File: src/rtl/gsm_septet_unpacker_macros.svh
// Assertion macros shared by the septet unpacker modules.
`ifndef GSM_SEPTET_UNPACKER_MACROS_SVH
`define GSM_SEPTET_UNPACKER_MACROS_SVH

// Clocked assertion, disabled while reset is held.
`define GSU_ASSERT(lbl, clk, rst_n, prop, msg) \
    lbl: assert property (@(posedge clk) disable iff (!rst_n) prop) else $error(msg);

// Clocked assertion that also holds during reset.
`define GSU_ASSERT_ALWAYS(lbl, clk, prop, msg) \
    lbl: assert property (@(posedge clk) prop) else $error(msg);

`endif

File: src/rtl/gsu_pkg.sv
// Shared types, constants and the hex character decoder for the septet unpacker.
package gsu_pkg;

    localparam int unsigned CHAR_W    = 8;
    localparam int unsigned OCTET_W   = 8;
    localparam int unsigned SEPTET_W  = 7;
    localparam int unsigned PHASE_W   = 3;
    localparam int unsigned COUNT_W   = 8;
    localparam int unsigned NIBBLE_W  = 4;
    localparam int unsigned IN_DATA_W = 24;
    localparam int unsigned OUT_DATA_W = 8;

    localparam logic [CHAR_W-1:0] CHAR_0 = 8'h30;
    localparam logic [CHAR_W-1:0] CHAR_9 = 8'h39;
    localparam logic [CHAR_W-1:0] CHAR_A = 8'h41;
    localparam logic [CHAR_W-1:0] CHAR_F = 8'h46;
    localparam logic [CHAR_W-1:0] HEX_A_VALUE = 8'd10;

    localparam logic [PHASE_W-1:0] PHASE_LAST = 3'd6;

    // One decoded octet worth of output: one or two septets.
    typedef struct packed {
        logic [SEPTET_W-1:0] sep0;
        logic [SEPTET_W-1:0] sep1;
        logic                two;
        logic                done0;
        logic                done1;
    } t_pair;

    function automatic logic [NIBBLE_W-1:0] hex_nibble(input logic [CHAR_W-1:0] c);
        logic [CHAR_W-1:0] v;
        begin
            v = '0;
            if (c >= CHAR_0 && c <= CHAR_9) begin
                v = c - CHAR_0;
            end else if (c >= CHAR_A && c <= CHAR_F) begin
                v = c - CHAR_A + HEX_A_VALUE;
            end
            hex_nibble = v[NIBBLE_W-1:0];
        end
    endfunction

endpackage

File: src/rtl/gsu_unpack.sv
// Hex decode, septet extraction and message state; registers one septet pair.
`include "gsm_septet_unpacker_macros.svh"

module gsu_unpack (
    input  logic                               i_clk,
    input  logic                               i_rst_n,
    input  logic                               i_valid,
    output logic                               o_ready,
    input  logic [gsu_pkg::CHAR_W-1:0]         i_hex_high_char,
    input  logic [gsu_pkg::CHAR_W-1:0]         i_hex_low_char,
    input  logic                               i_message_start,
    input  logic [gsu_pkg::COUNT_W-1:0]        i_septet_total,
    output logic                               o_pair_valid,
    input  logic                               i_pair_take,
    output gsu_pkg::t_pair                     o_pair
);

    logic [gsu_pkg::PHASE_W-1:0] r_phase, n_phase;
    logic [gsu_pkg::OCTET_W-1:0] r_prev, n_prev;
    logic [gsu_pkg::COUNT_W-1:0] r_left, n_left;
    logic                        r_pair_valid, n_pair_valid;
    gsu_pkg::t_pair              r_pair, n_pair;

    logic                              accept;
    logic [gsu_pkg::PHASE_W-1:0]       phase;
    logic [gsu_pkg::OCTET_W-1:0]       prev;
    logic [gsu_pkg::COUNT_W-1:0]       left;
    logic [gsu_pkg::COUNT_W-1:0]       left1;
    logic [gsu_pkg::COUNT_W-1:0]       left2;
    logic [gsu_pkg::OCTET_W-1:0]       octet;
    logic [3:0]                        shamt;
    logic [2*gsu_pkg::OCTET_W-1:0]     window;
    logic                              emit;
    logic                              two;

    assign o_ready = !r_pair_valid || i_pair_take;
    assign accept  = i_valid && o_ready;

    always_comb begin
        if (i_message_start) begin
            phase = '0;
            prev  = '0;
            left  = i_septet_total;
        end else begin
            phase = (r_phase > gsu_pkg::PHASE_LAST) ? gsu_pkg::PHASE_LAST : r_phase;
            prev  = r_prev;
            left  = r_left;
        end
        octet  = {gsu_pkg::hex_nibble(i_hex_high_char), gsu_pkg::hex_nibble(i_hex_low_char)};
        shamt  = 4'd8 - {1'b0, phase};
        window = {octet, prev} >> shamt;
        emit   = (left != '0);
        left1  = left - 1'b1;
        left2  = left1 - 1'b1;
        two    = (phase == gsu_pkg::PHASE_LAST) && (left1 != '0);

        n_pair.sep0  = window[gsu_pkg::SEPTET_W-1:0];
        n_pair.sep1  = octet[gsu_pkg::OCTET_W-1:1];
        n_pair.two   = two;
        n_pair.done0 = (left1 == '0);
        n_pair.done1 = (left2 == '0);

        n_phase = r_phase;
        n_prev  = r_prev;
        n_left  = r_left;
        if (accept) begin
            if (emit) begin
                n_phase = (phase < gsu_pkg::PHASE_LAST) ? phase + 1'b1 : '0;
                n_prev  = octet;
                n_left  = two ? left2 : left1;
            end else begin
                n_phase = phase;
                n_prev  = prev;
                n_left  = left;
            end
        end

        if (accept && emit) begin
            n_pair_valid = 1'b1;
        end else if (i_pair_take) begin
            n_pair_valid = 1'b0;
        end else begin
            n_pair_valid = r_pair_valid;
        end
    end

    always_ff @(posedge i_clk) begin
        if (!i_rst_n) begin
            r_phase      <= '0;
            r_prev       <= '0;
            r_left       <= '0;
            r_pair_valid <= 1'b0;
        end else begin
            r_phase      <= n_phase;
            r_prev       <= n_prev;
            r_left       <= n_left;
            r_pair_valid <= n_pair_valid;
        end
    end

    always_ff @(posedge i_clk) begin
        if (accept && emit) begin
            r_pair <= n_pair;
        end
    end

    assign o_pair_valid = r_pair_valid;
    assign o_pair       = r_pair;

    `GSU_ASSERT(a_phase_range, i_clk, i_rst_n, r_phase != 3'd7, "shift phase reached seven")
    `GSU_ASSERT(a_empty_octet, i_clk, i_rst_n, accept && !emit |=> !r_pair_valid, "empty octet left a pair")
    `GSU_ASSERT(a_two_on_wrap, i_clk, i_rst_n, accept && emit && two |=> r_phase == '0, "two septets without phase wrap")

endmodule

File: src/rtl/gsu_serializer.sv
// Holds one septet pair and sends its septets one per cycle while the output is ready.
`include "gsm_septet_unpacker_macros.svh"

module gsu_serializer (
    input  logic                               i_clk,
    input  logic                               i_rst_n,
    input  logic                               i_pair_valid,
    output logic                               o_pair_take,
    input  gsu_pkg::t_pair                     i_pair,
    output logic                               o_valid,
    input  logic                               i_ready,
    output logic [gsu_pkg::SEPTET_W-1:0]       o_septet,
    output logic                               o_run_last,
    output logic                               o_message_done
);

    logic           r_valid, n_valid;
    logic           r_idx, n_idx;
    gsu_pkg::t_pair r_pair;
    logic           last_beat;
    logic           take;

    assign last_beat   = r_valid && i_ready && (r_idx || !r_pair.two);
    assign take        = !r_valid || last_beat;
    assign o_pair_take = take && i_pair_valid;

    always_comb begin
        n_valid = r_valid;
        n_idx   = r_idx;
        if (take) begin
            n_valid = i_pair_valid;
            n_idx   = 1'b0;
        end else if (r_valid && i_ready) begin
            n_idx = 1'b1;
        end
    end

    always_ff @(posedge i_clk) begin
        if (!i_rst_n) begin
            r_valid <= 1'b0;
            r_idx   <= 1'b0;
        end else begin
            r_valid <= n_valid;
            r_idx   <= n_idx;
        end
    end

    always_ff @(posedge i_clk) begin
        if (o_pair_take) begin
            r_pair <= i_pair;
        end
    end

    assign o_valid        = r_valid;
    assign o_septet       = r_idx ? r_pair.sep1 : r_pair.sep0;
    assign o_run_last     = r_idx || !r_pair.two;
    assign o_message_done = r_idx ? r_pair.done1 : r_pair.done0;

    `GSU_ASSERT(a_idx_pair, i_clk, i_rst_n, r_valid && r_idx |-> r_pair.two, "second septet of a single")
    `GSU_ASSERT(a_done_last, i_clk, i_rst_n, o_valid && o_message_done |-> o_run_last, "message done mid octet")
    `GSU_ASSERT(a_second_follows, i_clk, i_rst_n, o_valid && i_ready && !o_run_last |=> o_valid && r_idx, "second septet lost")
    `GSU_ASSERT_ALWAYS(a_reset_idle, i_clk, !i_rst_n |=> !r_valid, "output valid after reset")

endmodule

File: src/rtl/gsm_septet_unpacker.sv
// Top level of the GSM 7-bit septet unpacker.
//
// channel | dir | tdata (low bit up)                      | tuser         | tlast
// s       | in  | hex_high_char, hex_low_char, septet_total | message_start | -
// m       | out | septet, 0 pad                           | message_done  | run_last
//
// One octet request per cycle is taken while the output drains; results pass
// through the unpack pair register and then the serializer pair register.
// An octet on phase six yields two septets unless only one remains; the output
// port sends them one at a time and holds the input back meanwhile.
// Reset (synchronous, low) clears phase, carry, count and both valid stages.
// A stalled output holds one pair in the serializer and one in the unpack stage.
module gsm_septet_unpacker (
    input  logic                                i_clk,
    input  logic                                i_rst_n,
    input  logic                                i_s_tvalid,
    output logic                                o_s_tready,
    // [7:0] hex_high_char, [15:8] hex_low_char, [23:16] septet_total
    input  logic [gsu_pkg::IN_DATA_W-1:0]       i_s_tdata,
    // [0] message_start
    input  logic                                i_s_tuser,
    output logic                                o_m_tvalid,
    input  logic                                i_m_tready,
    // [6:0] septet, [7] zero
    output logic [gsu_pkg::OUT_DATA_W-1:0]      o_m_tdata,
    // [0] message_done
    output logic                                o_m_tuser,
    output logic                                o_m_tlast
);

    logic                          pair_valid;
    logic                          pair_take;
    gsu_pkg::t_pair                pair;
    logic [gsu_pkg::SEPTET_W-1:0]  septet;

    gsu_unpack u_unpack (
        .i_clk           (i_clk),
        .i_rst_n         (i_rst_n),
        .i_valid         (i_s_tvalid),
        .o_ready         (o_s_tready),
        .i_hex_high_char (i_s_tdata[7:0]),
        .i_hex_low_char  (i_s_tdata[15:8]),
        .i_message_start (i_s_tuser),
        .i_septet_total  (i_s_tdata[23:16]),
        .o_pair_valid    (pair_valid),
        .i_pair_take     (pair_take),
        .o_pair          (pair)
    );

    gsu_serializer u_serializer (
        .i_clk          (i_clk),
        .i_rst_n        (i_rst_n),
        .i_pair_valid   (pair_valid),
        .o_pair_take    (pair_take),
        .i_pair         (pair),
        .o_valid        (o_m_tvalid),
        .i_ready        (i_m_tready),
        .o_septet       (septet),
        .o_run_last     (o_m_tlast),
        .o_message_done (o_m_tuser)
    );

    assign o_m_tdata = {1'b0, septet};

endmodule
File: config.mk
export PLATFORM = sky130hd
export DESIGN_NAME = gsm_septet_unpacker
export DESIGN_NICKNAME = d
export VERILOG_FILES = /design/src/rtl/gsu_pkg.sv /design/src/rtl/gsu_unpack.sv /design/src/rtl/gsu_serializer.sv /design/src/rtl/gsm_septet_unpacker.sv
export VERILOG_INCLUDE_DIRS = /design/src /design/src/rtl
export SDC_FILE = /design/constraint.sdc
export NUM_CORES = 1
export LEC_CHECK = 0
export ABC_CLOCK_PERIOD_IN_PS = 3550
export BUFFER_PORTS_ARGS = -buffer_cell sky130_fd_sc_hd__buf_2
export CAP_MARGIN = 15
export CELL_PAD_IN_SITES_DETAIL_PLACEMENT = 1
export CELL_PAD_IN_SITES_GLOBAL_PLACEMENT = 1
export CORE_MARGIN = 2
export CORE_UTILIZATION = 39
export DETAILED_ROUTE_END_ITERATION = 8
export PLACE_DENSITY_LB_ADDON = 0.1
export SYNTH_ARGS = -nofsm -noshare
export SYNTH_HDL_FRONTEND = slang
export SYNTH_HIERARCHICAL = 1
export SYNTH_SLANG_ARGS = --single-unit
File: constraint.sdc
create_clock -name i_clk -period 3.55 [get_ports i_clk]
set_input_delay 0.71 -clock i_clk [delete_from_list [all_inputs] [get_ports i_clk]]
set_output_delay 0.71 -clock i_clk [all_outputs]
set_load 0.02 [all_outputs]
==> impl_metrics.toml <==
[pwr]
leakagePower_nw = 1.609
max-vdd-ir-drop_uv = 185.0
powerDensity_mw_per_mm2 = 383.9

[setup_path]
rr_startpoint = "u_unpack/r_phase[0]"
critical_path_required_ns = 3.61
r2r_cells = 8
cp.depth = 11
cp.buffers_inverters = 3
cp.arrival_ns = 3.04
cp_common_cell = "inv_1"
setup.worst_path.end = "u_unpack/o_pair[15]"
worstSetupPathType = "input port to flip-flop"
path_delay_family = "simple AND/OR/NAND/NOR gates"
rr_endpoint = "u_unpack/o_pair[12]"
crit_start = "i_s_tdata[9]"
startpoint_type = "input port"
max_stage_delay_ns = 0.49
worstPathCellList = "buf_2 > inv_1 > ha_1 > or3b_2 > nand4_1 > o22ai_1 > a21oi_1 > inv_1 > mux4_2 > nor2_1 > o32ai_1"
cp_max_fo = 4
cp_slowest_cell = "mux4_2"
r2r_setup_slack_ns = 0.73
cp-end-kind = "flip-flop"

[sta]
setup_ws_ns = 0.5706
period_share_pct = 83.93
max_slew_margin_pct = 38.83
rsz0062_at_grt = "no"
fmax_ghz = 0.3356
tns_ns = 0
finalCriticalPeriod_ns = 2.979
final_max_slew_viol_count = 0
final_hold_viol_count = 0
skew_ns = 0.007589
worst_slew_pin_slew_ns = 0.9175
setup_violations = 0

[cts]
cts_hold_buf = 0
cts_setup_buffers = 0
cts_resized = 0
cts_made_buffers = 5
cts_htree_levels = 2
worst_skew_pair.late_latency_ns = 0.32
cts_sinks = 56
cts_tree = "yes"
cts_root_buf = "clkbuf_8"
path_clk_slew_ns = 0.11
clock_path_buffers = 2

[routing]
num_vias = 3026
drt_iter0_markers = 177
via_per_inst = 5.522
routed_wl_mm = 9.374
drc = 0
dr.pass1.iters = 4
final_antenna_net_count = 0
wl_per_cell_um = 17.11

[logic_synthesis]
synth_flop_cell = "edfxtp_1"
netlist_instances = 372
synth_edf_count = 34
avgSynthCellArea_sq_um = 10.32
synth_fp_nets = 415
synthTopCellsByArea = "edfxtp_1 (27%), dfxtp_1 (11%), ha_1 (4.6%)"
yosys_warnings = 6
synth_top_area_cell = "edfxtp_1"
ys_seq_area_share_pct = 38.07
ys_ff_latch = 56
syn_area_sq_mm = 0.003839
ys_async_sr_fraction_pct = 0
yosysUniqueCellTypes = 82
yosysTopAreaCellShare_pct = 26.60

[job]
maxCapViolCount = 0

[hold_path]
hold_class = "flip-flop to flip-flop"
worstHoldStart = "u_unpack/o_pair[6]"

[floorplan]
fp.dieH_um = 103.2
initial_core_util_pct = 39.64
core-area_sq_mm = 0.009684
die_x_um = 103.2
rows = 36
ios = 41
dieArea_sq_mm = 0.01065

[final_layout]
mostFrequentLayoutCell = "buf_2"
fin_area_sq_mm = 0.004277
fin_util_pct = 44.16
final_cells = 548
final_layout_size_suffix_gt1_share_pct = 24.82
final_cell_mix = "buf_2 (39), edfxtp_1 (34), dfxtp_1 (22)"
nFillCells = 1110
layout.nets = 457
antennaDiodeCount = 0
area_growth_pct = 11.41

[global_route]
grt_remaining_overflow = 0
gr-usage-met3_pct = 2.352
gr-usage-all-layers_pct = 18.52
grt_pass1_vias = 2913
antenna_found_initial = 0
grt_use_met2_pct = 27.92
met1_usage_pct = 28.57
grt_pass1_wl_mm = 15.37
grt_max_degree = 29
grt-busiest-layer = "met1"

[placed_design]
gp_congestion = 0.8682
dp.cells = 540
port_buffers = 39
place_area_sq_mm = 0.004179
hpwl_mm = 7.256
place_ws_ns = 0.2633

[outcome]
status = "completed"
## stage by stage
stage / hold slack, ns / power, mW
2_1_floorplan: 0.4003 / 1.133
3_5_place_dp: 0.4072 / 1.276
5_1_grt: 0.4411 / 1.737
6_report: 0.4321 / 1.642
4_1_cts: 0.4337 / 1.659
3_3_place_gp: 0.4042 / 1.261
## sequential cells by signal (all words and copies together) (netlist names)
name	cells
u_serializer/r_pair	17
u_unpack/o_pair	17
u_serializer/o_valid	1
u_serializer/r_idx	1
u_unpack/r_prev	8
u_unpack/o_pair_valid	1
u_unpack/r_left	8
u_unpack/r_phase	3
## worst register-to-register path: cells and delay by family, from the launching register on
family,cells,cell delay (ns)
and+or+nand+nor,2,0.25
DFF,1,0.39
AOI/OAI and AO/OA,2,0.54
buffers and inverters,2,0.49
muxes,1,0.32
adders and majority gates,1,0.59
## power by group
group	leakage (nW)	internal, mW	switching (mW)	total (mW)
Combinational	1.05	0.188	0.284	0.472
Sequential	0.509	0.759	0.0304	0.789
Clock	0.0511	0.150	0.230	0.380
Total	1.61	1.10	0.545	1.64
## layout make-up
class	instances	area, sq um	share of cell area [%]
repair buffers	55	315.3	7.373
flip-flops and latches	56	1461	34.17
inverters	21	78.83	1.843
well taps	133	166.4	3.891
clock inverters	3	28.78	0.6729
clock buffers	5	68.82	1.609
multi-input cells	275	2157	50.44
## how the worst min path moves through the flow
stage | end | slack [ns] | cells after the start
floorplan | u_serializer/r_pair[0] | 0.40 | 0
global route | u_serializer/r_pair[11] | 0.44 | 0
finish | u_serializer/r_pair[6] | 0.43 | 0
global placement | u_serializer/r_pair[9] | 0.40 | 0
CTS | u_serializer/r_pair[6] | 0.43 | 0
detailed placement | u_serializer/r_pair[6] | 0.41 | 0
## routing by layer
metal,vias to the layer above,share of wire [%]
met5,-,0
met1,1480,52
met2,55,44
met4,0,0.60
met3,4,3.2
li1,1487,-
## Yosys cell counts (5+ instances only)
library cell / instances
mux4_2: 5
a22oi_1: 8
a211oi_1: 7
dfxtp_1: 22
nor3_1: 13
clkbuf_1: 7
mux2_2: 11
o21ai_1: 6
xor2_1: 9
nor3b_1: 6
nor2_1: 16
nand2_1: 14
and2_1: 6
o21ai_0: 15
buf_2: 6
nand3_1: 15
a21boi_0: 5
ha_1: 14
nor2b_1: 13
edfxtp_1: 34
a21oi_1: 6
mux2i_1: 16
inv_1: 18
o211ai_1: 7
## cells by family (layout without fill, tap and decap cells)
family | count (synthesis) | after routing | synth area share [%]
compound gates | 97 | 97 | 19.23
xor+xnor | 14 | 14 | 3.390
fa+ha+maj | 14 | 14 | 4.563
buf+inv | 41 | 84 | 5.737
flops | 56 | 56 | 38.07
mux | 34 | 34 | 11.28
other cells | 1 | 1 | 0.09769
simple gates | 115 | 115 | 17.63
(Power assumes the default switching activity.)
